`src/rtl/core/psrt_pkg.sv`:
```
// ----------------------------------------------------------------------------
// Power state residency tracker package
// Shared payload types, register constants and state decoding functions.
// ----------------------------------------------------------------------------
package psrt_pkg;

   localparam int DOMAIN_INDEX_WIDTH = 6;
   localparam int DURATION_WIDTH     = 48;
   localparam int LIMIT_WIDTH        = 3;
   localparam int CSR_DATA_WIDTH     = 32;
   localparam int CSR_ADDR_WIDTH     = 3;

   localparam logic [LIMIT_WIDTH-1:0] LIMIT_RESET     = 3'd4;
   localparam logic                   CSR_LIMIT_INDEX = 1'b0;

   localparam logic CMD_EVENT    = 1'b0;
   localparam logic CMD_FLUSH    = 1'b1;
   localparam logic CLASS_LOGIC  = 1'b0;
   localparam logic CLASS_MEMORY = 1'b1;

   typedef struct packed {
      logic        command;
      logic        event_class;
      logic [31:0] states_high;
      logic [31:0] states_low;
      logic [31:0] time_delta;
   } req_type;

   typedef struct packed {
      logic [DOMAIN_INDEX_WIDTH-1:0] domain_index;
      logic [1:0]                    held_state;
      logic [DURATION_WIDTH-1:0]     held_duration;
      logic                          error_flag;
      logic                          last_of_run;
   } rsp_type;

   typedef struct packed {
      req_type                       req;
      logic                          error;
      logic [DOMAIN_INDEX_WIDTH-1:0] error_domain;
      logic [1:0]                    error_state;
   } item_type;

   typedef struct packed {
      logic     empty;
      item_type item;
   } queue_out_type;

   // Logic domain p sits at bits 2*(15-p); 15-p is the inverse of a 4-bit p.
   function automatic logic [1:0] logic_state(logic [31:0] word, logic [3:0] pos);
      return word[{~pos, 1'b0} +: 2];
   endfunction

   // Memory domain m sits at bits 2*(31-m) of the high and low words joined.
   function automatic logic [1:0] memory_state(logic [63:0] word, logic [4:0] pos);
      return word[{~pos, 1'b0} +: 2];
   endfunction

endpackage

```
`src/rtl/core/psrt_ram.sv`:
```
// ----------------------------------------------------------------------------
// Generic RAM
// One write port and one read port with registered read data.
// ----------------------------------------------------------------------------
module psrt_ram #(
   parameter int WIDTH = 8,
   parameter int DEPTH = 16
) (
   input  logic                     clock,
   input  logic                     wr_en,
   input  logic [$clog2(DEPTH)-1:0] wr_addr,
   input  logic [WIDTH-1:0]         wr_data,
   input  logic                     rd_en,
   input  logic [$clog2(DEPTH)-1:0] rd_addr,
   output logic [WIDTH-1:0]         rd_data
);

   logic [WIDTH-1:0] mem_ff [DEPTH];
   logic [WIDTH-1:0] rd_data_ff;

   always_ff @(posedge clock) begin
      if (wr_en) begin
         mem_ff[wr_addr] <= wr_data;
      end
      if (rd_en) begin
         rd_data_ff <= mem_ff[rd_addr];
      end
   end

   assign rd_data = rd_data_ff;

endmodule

```
`src/rtl/core/psrt_fifo.sv`:
```
// ----------------------------------------------------------------------------
// Small register FIFO
// A short first-in first-out queue of words held in flip-flops.
// ----------------------------------------------------------------------------
module psrt_fifo #(
   parameter int WIDTH = 8,
   parameter int DEPTH = 2
) (
   input  logic             clock,
   input  logic             reset,
   input  logic             push,
   input  logic [WIDTH-1:0] wr_data,
   output logic             full,
   input  logic             pop,
   output logic [WIDTH-1:0] rd_data,
   output logic             empty
);

   localparam int PTR_W = $clog2(DEPTH);
   localparam int CNT_W = $clog2(DEPTH + 1);
   localparam logic [PTR_W-1:0] LAST_PTR = PTR_W'(DEPTH - 1);
   localparam logic [CNT_W-1:0] FULL_CNT = CNT_W'(DEPTH);

   logic [WIDTH-1:0] mem_ff [DEPTH];
   logic [PTR_W-1:0] wr_ptr_ff, wr_ptr_in;
   logic [PTR_W-1:0] rd_ptr_ff, rd_ptr_in;
   logic [CNT_W-1:0] count_ff, count_in;
   logic             do_push, do_pop;

   assign full    = (count_ff == FULL_CNT);
   assign empty   = (count_ff == '0);
   assign do_push = push && !full;
   assign do_pop  = pop && !empty;
   assign rd_data = mem_ff[rd_ptr_ff];

   always_comb begin
      wr_ptr_in = wr_ptr_ff;
      rd_ptr_in = rd_ptr_ff;
      count_in  = count_ff;
      if (do_push) begin
         wr_ptr_in = (wr_ptr_ff == LAST_PTR) ? '0 : wr_ptr_ff + 1'b1;
      end
      if (do_pop) begin
         rd_ptr_in = (rd_ptr_ff == LAST_PTR) ? '0 : rd_ptr_ff + 1'b1;
      end
      if (do_push && !do_pop) begin
         count_in = count_ff + 1'b1;
      end else if (do_pop && !do_push) begin
         count_in = count_ff - 1'b1;
      end
   end

   always_ff @(posedge clock) begin
      if (reset) begin
         wr_ptr_ff <= '0;
         rd_ptr_ff <= '0;
         count_ff  <= '0;
      end else begin
         wr_ptr_ff <= wr_ptr_in;
         rd_ptr_ff <= rd_ptr_in;
         count_ff  <= count_in;
      end
   end

   always_ff @(posedge clock) begin
      if (do_push) begin
         mem_ff[wr_ptr_ff] <= wr_data;
      end
   end

endmodule

```
`src/rtl/core/psrt_front.sv`:
```
// ----------------------------------------------------------------------------
// Residency tracker front end
// Accepts events and flushes, checks every decoded state of an event against
// the limit and queues the classified word for the back end.
// ----------------------------------------------------------------------------
module psrt_front #(
   parameter int LOGIC_DOMAINS  = 16,
   parameter int MEMORY_DOMAINS = 32
) (
   input  logic                               clock,
   input  logic                               reset,
   input  logic                               push,
   input  psrt_pkg::req_type                  req_data,
   output logic                               full,
   input  logic [psrt_pkg::LIMIT_WIDTH-1:0]   limit,
   input  logic                               queue_pop,
   output psrt_pkg::queue_out_type            queue_out
);

   localparam int IDX_W = psrt_pkg::DOMAIN_INDEX_WIDTH;
   localparam int ITEM_W = $bits(psrt_pkg::item_type);

   psrt_pkg::item_type item;
   logic [ITEM_W-1:0]  queue_data;
   logic               queue_empty;
   logic [1:0]         st;
   logic               bad;

   always_comb begin
      item.req          = req_data;
      item.error        = 1'b0;
      item.error_domain = '0;
      item.error_state  = '0;
      st                = '0;
      bad               = 1'b0;
      if (req_data.command == psrt_pkg::CMD_EVENT) begin
         if (req_data.event_class == psrt_pkg::CLASS_LOGIC) begin
            for (int p = LOGIC_DOMAINS - 1; p >= 0; p--) begin
               st  = psrt_pkg::logic_state(req_data.states_low, 4'(p));
               bad = ({1'b0, st} >= limit);
               if (bad) begin
                  item.error        = 1'b1;
                  item.error_domain = IDX_W'(p);
                  item.error_state  = st;
               end
            end
         end else begin
            for (int m = MEMORY_DOMAINS - 1; m >= 0; m--) begin
               st  = psrt_pkg::memory_state({req_data.states_high, req_data.states_low},
                                            5'(m));
               bad = ({1'b0, st} >= limit);
               if (bad) begin
                  item.error        = 1'b1;
                  item.error_domain = IDX_W'(LOGIC_DOMAINS + m);
                  item.error_state  = st;
               end
            end
         end
      end
   end

   psrt_fifo #(
      .WIDTH (ITEM_W),
      .DEPTH (2)
   ) u_queue (
      .clock   (clock),
      .reset   (reset),
      .push    (push),
      .wr_data (item),
      .full    (full),
      .pop     (queue_pop),
      .rd_data (queue_data),
      .empty   (queue_empty)
   );

   assign queue_out = '{empty: queue_empty, item: psrt_pkg::item_type'(queue_data)};

endmodule

```
`src/rtl/core/psrt_back.sv`:
```
// ----------------------------------------------------------------------------
// Residency tracker back end
// Walks each event or flush one domain a cycle through the state RAM while
// results have room; emits change, flush and error records; keeps running time.
// ----------------------------------------------------------------------------
module psrt_back #(
   parameter int LOGIC_DOMAINS  = 16,
   parameter int MEMORY_DOMAINS = 32,
   parameter int TIME_WIDTH     = 48
) (
   input  logic                    clock,
   input  logic                    reset,
   input  psrt_pkg::queue_out_type queue_out,
   output logic                    queue_pop,
   output logic                    rsp_push,
   output psrt_pkg::rsp_type       rsp_record,
   input  logic                    rsp_full
);

   localparam int ALL_DOMAINS = LOGIC_DOMAINS + MEMORY_DOMAINS;
   localparam int IDX_W       = psrt_pkg::DOMAIN_INDEX_WIDTH;
   localparam int ADDR_W      = $clog2(ALL_DOMAINS);
   localparam int RAM_W       = TIME_WIDTH + 2;
   localparam logic [IDX_W-1:0] ALL_IDX   = IDX_W'(ALL_DOMAINS);
   localparam logic [IDX_W-1:0] LOGIC_IDX = IDX_W'(LOGIC_DOMAINS);

   typedef enum logic [3:0] {
      ST_IDLE   = 4'b0001,
      ST_ERROR  = 4'b0010,
      ST_SCAN   = 4'b0100,
      ST_FINISH = 4'b1000
   } state_type;

   state_type               state_ff, state_in;
   psrt_pkg::item_type      item_ff, item_in;
   logic [IDX_W-1:0]        rd_ptr_ff, rd_ptr_in;
   logic [IDX_W-1:0]        end_ff, end_in;
   logic [IDX_W-1:0]        base_ff, base_in;
   logic                    eval_valid_ff, eval_valid_in;
   logic [IDX_W-1:0]        eval_dom_ff, eval_dom_in;
   logic                    pend_valid_ff, pend_valid_in;
   psrt_pkg::rsp_type       pend_ff, pend_in;
   logic [TIME_WIDTH-1:0]   run_ff, run_in;
   logic [ALL_DOMAINS-1:0]  seen_ff, seen_in;

   logic                    advance;
   logic                    rd_en, wr_en;
   logic [RAM_W-1:0]        rd_data, wr_data;
   logic                    seen;
   logic [1:0]              cur_state, new_state;
   logic [TIME_WIDTH-1:0]   last_time;
   logic [IDX_W-1:0]        pos;
   logic                    new_rec;
   psrt_pkg::rsp_type       rec;

   assign advance   = !rsp_full;
   assign seen      = seen_ff[eval_dom_ff[ADDR_W-1:0]];
   assign cur_state = seen ? rd_data[TIME_WIDTH +: 2] : 2'b00;
   assign last_time = seen ? rd_data[TIME_WIDTH-1:0] : '0;
   assign pos       = eval_dom_ff - base_ff;

   always_comb begin
      if (item_ff.req.event_class == psrt_pkg::CLASS_LOGIC) begin
         new_state = psrt_pkg::logic_state(item_ff.req.states_low, pos[3:0]);
      end else begin
         new_state = psrt_pkg::memory_state({item_ff.req.states_high,
                                             item_ff.req.states_low}, pos[4:0]);
      end
   end

   always_comb begin
      rec.domain_index  = eval_dom_ff;
      rec.held_state    = cur_state;
      rec.held_duration = psrt_pkg::DURATION_WIDTH'(run_ff - last_time);
      rec.error_flag    = 1'b0;
      rec.last_of_run   = 1'b0;
   end

   always_comb begin
      state_in      = state_ff;
      item_in       = item_ff;
      rd_ptr_in     = rd_ptr_ff;
      end_in        = end_ff;
      base_in       = base_ff;
      eval_valid_in = eval_valid_ff;
      eval_dom_in   = eval_dom_ff;
      pend_valid_in = pend_valid_ff;
      pend_in       = pend_ff;
      run_in        = run_ff;
      seen_in       = seen_ff;
      queue_pop     = 1'b0;
      rsp_push      = 1'b0;
      rsp_record    = pend_ff;
      rd_en         = 1'b0;
      wr_en         = 1'b0;
      wr_data       = {new_state, run_ff};
      new_rec       = 1'b0;

      case (state_ff)
         ST_IDLE: begin
            eval_valid_in = 1'b0;
            if (!queue_out.empty) begin
               queue_pop = 1'b1;
               item_in   = queue_out.item;
               if (queue_out.item.req.command == psrt_pkg::CMD_FLUSH) begin
                  rd_ptr_in = '0;
                  base_in   = '0;
                  end_in    = ALL_IDX;
                  state_in  = ST_SCAN;
               end else if (queue_out.item.error) begin
                  state_in = ST_ERROR;
               end else if (queue_out.item.req.event_class == psrt_pkg::CLASS_LOGIC) begin
                  rd_ptr_in = '0;
                  base_in   = '0;
                  end_in    = LOGIC_IDX;
                  state_in  = ST_SCAN;
               end else begin
                  rd_ptr_in = LOGIC_IDX;
                  base_in   = LOGIC_IDX;
                  end_in    = ALL_IDX;
                  state_in  = ST_SCAN;
               end
            end
         end
         ST_ERROR: begin
            rsp_record.domain_index  = item_ff.error_domain;
            rsp_record.held_state    = item_ff.error_state;
            rsp_record.held_duration = '0;
            rsp_record.error_flag    = 1'b1;
            rsp_record.last_of_run   = 1'b1;
            if (advance) begin
               rsp_push = 1'b1;
               state_in = ST_IDLE;
            end
         end
         ST_SCAN: begin
            if (advance) begin
               if (eval_valid_ff) begin
                  if (item_ff.req.command == psrt_pkg::CMD_FLUSH) begin
                     new_rec = (last_time != run_ff);
                  end else if (!seen) begin
                     seen_in[eval_dom_ff[ADDR_W-1:0]] = 1'b1;
                     wr_en   = 1'b1;
                     wr_data = {new_state, {TIME_WIDTH{1'b0}}};
                  end else if (new_state != cur_state) begin
                     new_rec = 1'b1;
                     wr_en   = 1'b1;
                  end
                  if (new_rec) begin
                     rsp_push      = pend_valid_ff;
                     pend_in       = rec;
                     pend_valid_in = 1'b1;
                  end
               end
               if (rd_ptr_ff != end_ff) begin
                  rd_en         = 1'b1;
                  rd_ptr_in     = rd_ptr_ff + 1'b1;
                  eval_valid_in = 1'b1;
                  eval_dom_in   = rd_ptr_ff;
               end else begin
                  eval_valid_in = 1'b0;
                  if (!eval_valid_ff) begin
                     state_in = ST_FINISH;
                  end
               end
            end
         end
         ST_FINISH: begin
            rsp_record.last_of_run = 1'b1;
            if (advance) begin
               rsp_push      = pend_valid_ff;
               pend_valid_in = 1'b0;
               if (item_ff.req.command == psrt_pkg::CMD_FLUSH) begin
                  seen_in = '0;
                  run_in  = '0;
               end else begin
                  run_in = run_ff + TIME_WIDTH'(item_ff.req.time_delta);
               end
               state_in = ST_IDLE;
            end
         end
         default: begin
            state_in = ST_IDLE;
         end
      endcase
   end

   always_ff @(posedge clock) begin
      if (reset) begin
         state_ff      <= ST_IDLE;
         eval_valid_ff <= 1'b0;
         pend_valid_ff <= 1'b0;
         run_ff        <= '0;
         seen_ff       <= '0;
      end else begin
         state_ff      <= state_in;
         eval_valid_ff <= eval_valid_in;
         pend_valid_ff <= pend_valid_in;
         run_ff        <= run_in;
         seen_ff       <= seen_in;
      end
   end

   always_ff @(posedge clock) begin
      item_ff     <= item_in;
      rd_ptr_ff   <= rd_ptr_in;
      end_ff      <= end_in;
      base_ff     <= base_in;
      eval_dom_ff <= eval_dom_in;
      pend_ff     <= pend_in;
   end

   psrt_ram #(
      .WIDTH (RAM_W),
      .DEPTH (ALL_DOMAINS)
   ) u_state_ram (
      .clock   (clock),
      .wr_en   (wr_en),
      .wr_addr (eval_dom_ff[ADDR_W-1:0]),
      .wr_data (wr_data),
      .rd_en   (rd_en),
      .rd_addr (rd_ptr_ff[ADDR_W-1:0]),
      .rd_data (rd_data)
   );

endmodule

```
`src/rtl/core/power_state_residency_tracker_core.sv`:
```
// ----------------------------------------------------------------------------
// Power state residency tracker core
// Tracks per-domain power states and reports how long each state was held.
// ----------------------------------------------------------------------------
// An event over N domains occupies the back end while it walks them, one
// domain a cycle through the state RAM unless the result queue is full; a
// flush walks all domains and an error word none. Each record waits for the
// next record of its word or the end of the scan, so the last one goes into
// the result queue as its word finishes. Reset clears the queues, seen bits
// and running time at once and sets the limit to 4.
// ----------------------------------------------------------------------------
module power_state_residency_tracker_core #(
   parameter int LOGIC_DOMAINS  = 16,
   parameter int MEMORY_DOMAINS = 32,
   parameter int TIME_WIDTH     = 48
) (
   input  logic                                 clock,
   input  logic                                 reset,
   input  logic                                 push,
   input  psrt_pkg::req_type                    req_data,
   output logic                                 full,
   output logic                                 empty,
   input  logic                                 pop,
   output psrt_pkg::rsp_type                    rsp_data,
   input  logic                                 psel,
   input  logic                                 penable,
   input  logic                                 pwrite,
   input  logic [psrt_pkg::CSR_ADDR_WIDTH-1:0]  paddr,
   input  logic [psrt_pkg::CSR_DATA_WIDTH-1:0]  pwdata,
   output logic [psrt_pkg::CSR_DATA_WIDTH-1:0]  prdata,
   output logic                                 pready
);

   localparam int RSP_W = $bits(psrt_pkg::rsp_type);

   logic [psrt_pkg::LIMIT_WIDTH-1:0] limit_ff, limit_in;
   logic                             limit_sel;
   psrt_pkg::queue_out_type          queue_out;
   logic                             queue_pop;
   logic                             rsp_push;
   logic                             rsp_full;
   psrt_pkg::rsp_type                rsp_record;
   logic [RSP_W-1:0]                 rsp_word;

   assign pready    = 1'b1;
   assign limit_sel = (paddr[2] == psrt_pkg::CSR_LIMIT_INDEX);
   assign prdata    = limit_sel ? psrt_pkg::CSR_DATA_WIDTH'(limit_ff) : '0;

   always_comb begin
      limit_in = limit_ff;
      if (psel && penable && pwrite && limit_sel) begin
         limit_in = pwdata[psrt_pkg::LIMIT_WIDTH-1:0];
      end
   end

   always_ff @(posedge clock) begin
      if (reset) begin
         limit_ff <= psrt_pkg::LIMIT_RESET;
      end else begin
         limit_ff <= limit_in;
      end
   end

   psrt_front #(
      .LOGIC_DOMAINS  (LOGIC_DOMAINS),
      .MEMORY_DOMAINS (MEMORY_DOMAINS)
   ) u_front (
      .clock     (clock),
      .reset     (reset),
      .push      (push),
      .req_data  (req_data),
      .full      (full),
      .limit     (limit_ff),
      .queue_pop (queue_pop),
      .queue_out (queue_out)
   );

   psrt_back #(
      .LOGIC_DOMAINS  (LOGIC_DOMAINS),
      .MEMORY_DOMAINS (MEMORY_DOMAINS),
      .TIME_WIDTH     (TIME_WIDTH)
   ) u_back (
      .clock      (clock),
      .reset      (reset),
      .queue_out  (queue_out),
      .queue_pop  (queue_pop),
      .rsp_push   (rsp_push),
      .rsp_record (rsp_record),
      .rsp_full   (rsp_full)
   );

   psrt_fifo #(
      .WIDTH (RSP_W),
      .DEPTH (2)
   ) u_rsp_queue (
      .clock   (clock),
      .reset   (reset),
      .push    (rsp_push),
      .wr_data (rsp_record),
      .full    (rsp_full),
      .pop     (pop),
      .rd_data (rsp_word),
      .empty   (empty)
   );

   assign rsp_data = psrt_pkg::rsp_type'(rsp_word);

endmodule

```
`config.mk`:
```
export PLATFORM = sky130hd
export DESIGN_NAME = power_state_residency_tracker_core
export DESIGN_NICKNAME = d
export VERILOG_FILES = /design/src/rtl/core/psrt_pkg.sv /design/src/rtl/core/psrt_ram.sv /design/src/rtl/core/psrt_fifo.sv /design/src/rtl/core/psrt_front.sv /design/src/rtl/core/psrt_back.sv /design/src/rtl/core/power_state_residency_tracker_core.sv
export SDC_FILE = /design/constraint.sdc
export NUM_CORES = 2
export LEC_CHECK = 0
export BUFFER_PORTS_ARGS = -buffer_cell sky130_fd_sc_hd__buf_2
export CAP_MARGIN = 20
export CORE_UTILIZATION = 35
export CTS_BUF_LIST = sky130_fd_sc_hd__clkbuf_2 sky130_fd_sc_hd__clkbuf_4 sky130_fd_sc_hd__clkbuf_8
export DETAILED_ROUTE_END_ITERATION = 16
export PLACE_DENSITY_LB_ADDON = 0.2
export RECOVER_POWER = 100
export REMOVE_ABC_BUFFERS = 1
export SLEW_MARGIN = 25
export SYNTH_ARGS = -nofsm -noshare
export SYNTH_HDL_FRONTEND = slang
export SYNTH_HIERARCHICAL = 1
export SYNTH_SLANG_ARGS = --single-unit
```
`constraint.sdc`:
```
create_clock -name clock -period 18.6 [get_ports clock]
set_input_delay 3.72 -clock clock [delete_from_list [all_inputs] [get_ports clock]]
set_output_delay 3.72 -clock clock [all_outputs]
set_load 0.01 [all_outputs]
```
==> results.sh <==
export IMPL_cts_tree="yes"
export IMPL_final_area_um2=140000
export IMPL_setup_viol=0
export IMPL_avgSynthCellArea_um2=18.9
export IMPL_ant_nets=0
export IMPL_fin_cells=12300
export IMPL_synth_compound_area_share=0.0453
export IMPL_reg2reg_depth=12
export IMPL_viasPerCell=5.37
export IMPL_layout_common_cells="edfxtp_1, mux4_2, clkbuf_8"
export IMPL_ys_warn_count=6
export IMPL_grt_max_degree=97
export IMPL_cts_root_buf="clkbuf_8"
export IMPL_cts_setup_buffers=0
export IMPL_fin_crit_sh=0.684
export IMPL_min_from="u_back/seen_ff[13]$_SDFFE_PP0P_"
export IMPL_clock_latency_ns=1.16
export IMPL_hold_depth=2
export IMPL_cp_cell_sequence="clkbuf_1 -> nor2_1 -> a221oi_1 -> a21oi_1 -> o311a_1 -> a311o_2 -> clkbuf_1 -> a311oi_1 -> nor2b_1 -> nand2_1 -> nor2_1 -> clkbuf_1"
export IMPL_violations="max-capacitance violations, max-slew violations"
export IMPL_tightest_slew_ns=6.03
export IMPL_synthCells=6550
export IMPL_p_leak_nw=46.7
export IMPL_crit_family="buffers and inverters"
export IMPL_status="complete, but fails checks"
export IMPL_n_fill_cell=32000
export IMPL_ioPinCount=233
export IMPL_slew_viol_final=5262
export IMPL_drc=0
export IMPL_grt_ovfl_total=0
export IMPL_crit_start="u_back/eval_dom_ff[2]$_DFFE_PP_"
export IMPL_rsz0062_at_grt="false"
export IMPL_tns_ns=0
export IMPL_grt_usage=0.194
export IMPL_syn_to_final_growth_pct=12.9
export IMPL_dp_cells=11300
export IMPL_wl_per_cell_um=28.7
export IMPL_critPathMaxStageDelay_ns=2.81
export IMPL_cp_start_kind="flop"
export IMPL_ir_worst_vdd_mv=0.0779
export IMPL_arrival_ns=13.36
export IMPL_synthSimpleGateAreaFrac=0.0392
export IMPL_via_count=65800
export IMPL_cts_hold_buf=0
export IMPL_critical_path_class="reg2reg"
export IMPL_path_common_cell="clkbuf_1"
export IMPL_rr_endpoint="u_back/u_state_ram/mem_ff[25][40]$_DFFE_PP_"
export IMPL_die_area_um2=357000
export IMPL_r2r_start="u_back/eval_dom_ff[2]$_DFFE_PP_"
export IMPL_synthMuxAreaShare=0.143
export IMPL_synth_seq_cells=3071
export IMPL_drive_above_1_share=0.227
export IMPL_drt_iter0_drc=6245
export IMPL_placed_area_um2=131000
export IMPL_grt_antenna_before_repair=23
export IMPL_maxCapViolCount=152
export IMPL_core_um2=353000
export IMPL_async_reset_ff_frac=0
export IMPL_drt_total_wl_um=351000
export IMPL_cts_sinks=3071
export IMPL_p_per_area_nw_per_um2=128
export IMPL_cts_max_path_buffers=4
export IMPL_fmax_ghz=0.0786
export IMPL_nNetsFinal=7413
export IMPL_dp_slack_ns=10.72
export IMPL_crit_required_ns=19.24
export IMPL_syn_cell_area_um2=124000
export IMPL_cts_max_level=6
export IMPL_setup_ws_ns=5.88
export IMPL_post_cts_resized=0
export IMPL_power_mw=18.0
export IMPL_final_common_cell="edfxtp_1"
export IMPL_std_cell_rows=218
export IMPL_crit_fanout=59
export IMPL_cp_end_kind="flop"
export IMPL_clk_pin_slew_worst_paths_ns=0.06
export IMPL_synthAdderAreaFrac=0.0151
export IMPL_holdPathEnd="u_back/seen_ff[13]$_SDFFE_PP0P_"
export IMPL_min_period_ns=12.72
export IMPL_die_h_um=597
export IMPL_grt_pass1_vias=67200
export IMPL_cts_made_buffers=524
export IMPL_yosysSeqAreaShare=0.734
export IMPL_gp_congestion=0.856
export IMPL_synth_top_family_by_area="multiplexers"
export IMPL_critPathSlowestCell="clkbuf_1"
export IMPL_synth_edf_count=2956
export IMPL_synth_xor_area_frac=0.00671
export IMPL_synth_ff_type="edfxtp_1"
export IMPL_fp_dieW_um=597
export IMPL_grt_pass1_wl_um=498000
export IMPL_portBuffers=171
export IMPL_floorplan_initialDensity=0.352
export IMPL_detail_route_first_pass_iterations=6
export IMPL_hpwl_um=199000
export IMPL_finalHoldViolations=0
export IMPL_hold_class="reg2reg"
export IMPL_maxSlewHeadroom=-3.02
export IMPL_cp_num_buf_inv=3
export IMPL_r2r_setup_slack_ns=5.88
export IMPL_synthDistinctLibCells=100
export IMPL_final_setup_skew_ns=0.0534
-- worst max path at each step --
stage                                             endpoint  depth (start not counted)  slack [ns]
2_1_floorplan              u_back/eval_dom_ff[0]$_DFFE_PP_                          0       -9.13
3_3_place_gp                                     prdata[2]                          3       10.73
3_5_place_dp                                     prdata[1]                          3       10.72
4_1_cts                                          prdata[1]                          3       10.72
5_1_grt                u_rsp_queue/mem_ff[1][48]$_DFFE_PP_                         21        5.37
6_report       u_back/u_state_ram/mem_ff[25][40]$_DFFE_PP_                         12        5.88
-- registers in the layout, summed over array words and instances, names as in the netlist, 3 cells and up, named ones only --
name                        flops
limit_ff                        3
u_back/eval_dom_ff              6
u_back/item_ff                106
u_back/pend_ff                 56
u_back/rd_ptr_ff                6
u_back/run_ff                  48
u_back/seen_ff                 48
u_back/state_ff                 4
u_back/u_state_ram/mem_ff    2400
u_back/u_state_ram/rd_data     50
u_front/u_queue/mem_ff        214
u_rsp_queue/mem_ff            116
-- Yosys cell counts (12+ instances only) --
cell type / instances / share of area
nand3b_1: 12 / 0.00073
xnor2_1: 50 / 0.0035
buf_4: 74 / 0.0045
nor2_1: 276 / 0.0083
nor2b_1: 80 / 0.0040
mux2_4: 30 / 0.0036
a21o_1: 53 / 0.0032
nand4_1: 20 / 0.0010
mux2i_1: 216 / 0.017
buf_6: 17 / 0.0015
ha_1: 147 / 0.015
edfxtp_1: 2956 / 0.72
buf_1: 27 / 0.00082
mux4_2: 589 / 0.11
buf_2: 88 / 0.0035
a221oi_1: 21 / 0.0015
a211oi_1: 24 / 0.0015
o21ai_1: 51 / 0.0021
dfxtp_1: 115 / 0.019
and2_1: 62 / 0.0031
clkbuf_1: 146 / 0.0044
xor2_1: 45 / 0.0032
o22ai_1: 101 / 0.0051
nand2_1: 215 / 0.0065
inv_1: 72 / 0.0022
nand3_1: 59 / 0.0024
a31oi_1: 21 / 0.0011
o221a_1: 22 / 0.0020
o21ai_0: 101 / 0.0041
o221ai_1: 50 / 0.0035
a22oi_1: 24 / 0.0015
and3_1: 21 / 0.0011
o21bai_1: 17 / 0.0010
or4_1: 20 / 0.0012
or2_2: 13 / 0.00066
a21oi_1: 250 / 0.010
nand2b_1: 45 / 0.0023
mux2_2: 156 / 0.014
or3_1: 22 / 0.0011
nor3_1: 53 / 0.0021
-- layout make-up --
cell class                      count  area (µm²)  area share
Sequential cell                  3071       91100       0.650
Antenna cell                        7        17.5    0.000125
Clock buffer                      728        8790      0.0627
Multi-Input combinational cell   3080       31000       0.221
Timing Repair Buffer              373        1800      0.0128
Inverter                           74         282     0.00201
Tap cell                         4730        5920      0.0422
Clock inverter                    191        1300     0.00928
-- routing by layer --
metal / share of wire / GRT usage
met1: 0.43 / 0.273
met2: 0.47 / 0.316
met3: 0.065 / 0.0286
met4: 0.027 / 0.0503
met5: 0 / 0
-- power by group --
group | switching (mW) | total (mW) | internal (mW) | leakage, nW
combinational | 2.41 | 3.98 | 1.57 | 12.1
clock | 2.76 | 5.94 | 3.17 | 5.32
sequential | 0.134 | 8.08 | 7.95 | 29.3
total | 5.31 | 18.0 | 12.7 | 46.7
-- kinds of logic (layout without fill, tap and decap cells) --
| family | Yosys count | count (layout) |
|---|---|---|
| AOI/OAI and AO/OA | 853 | 853 |
| xor gates and xnor gates | 95 | 95 |
| adders and majority gates | 149 | 149 |
| buffers and inverters | 427 | 1366 |
| DFF | 3071 | 3071 |
| muxes | 996 | 996 |
| other | 2 | 37 |
| and+or+nand+nor | 957 | 957 |
-- through the flow --
step,hold WS (ns),utilization
after floorplan,0.431,-
after global placement,0.444,0.372
after detailed placement,0.455,0.372
after CTS,0.469,0.401
after global routing,0.489,0.397
final,0.465,0.397
-- worst register-to-register path: cells and delay by family, from the launching register on --
| family | cells | cell delay (ns) |
|---|---|---|
| buffers and inverters | 3 | 6.31 |
| AOI/OAI and AO/OA | 5 | 2.91 |
| and+or+nand+nor | 4 | 2.61 |
| DFF | 1 | 0.35 |
Power figures use the tool's default switching activity.
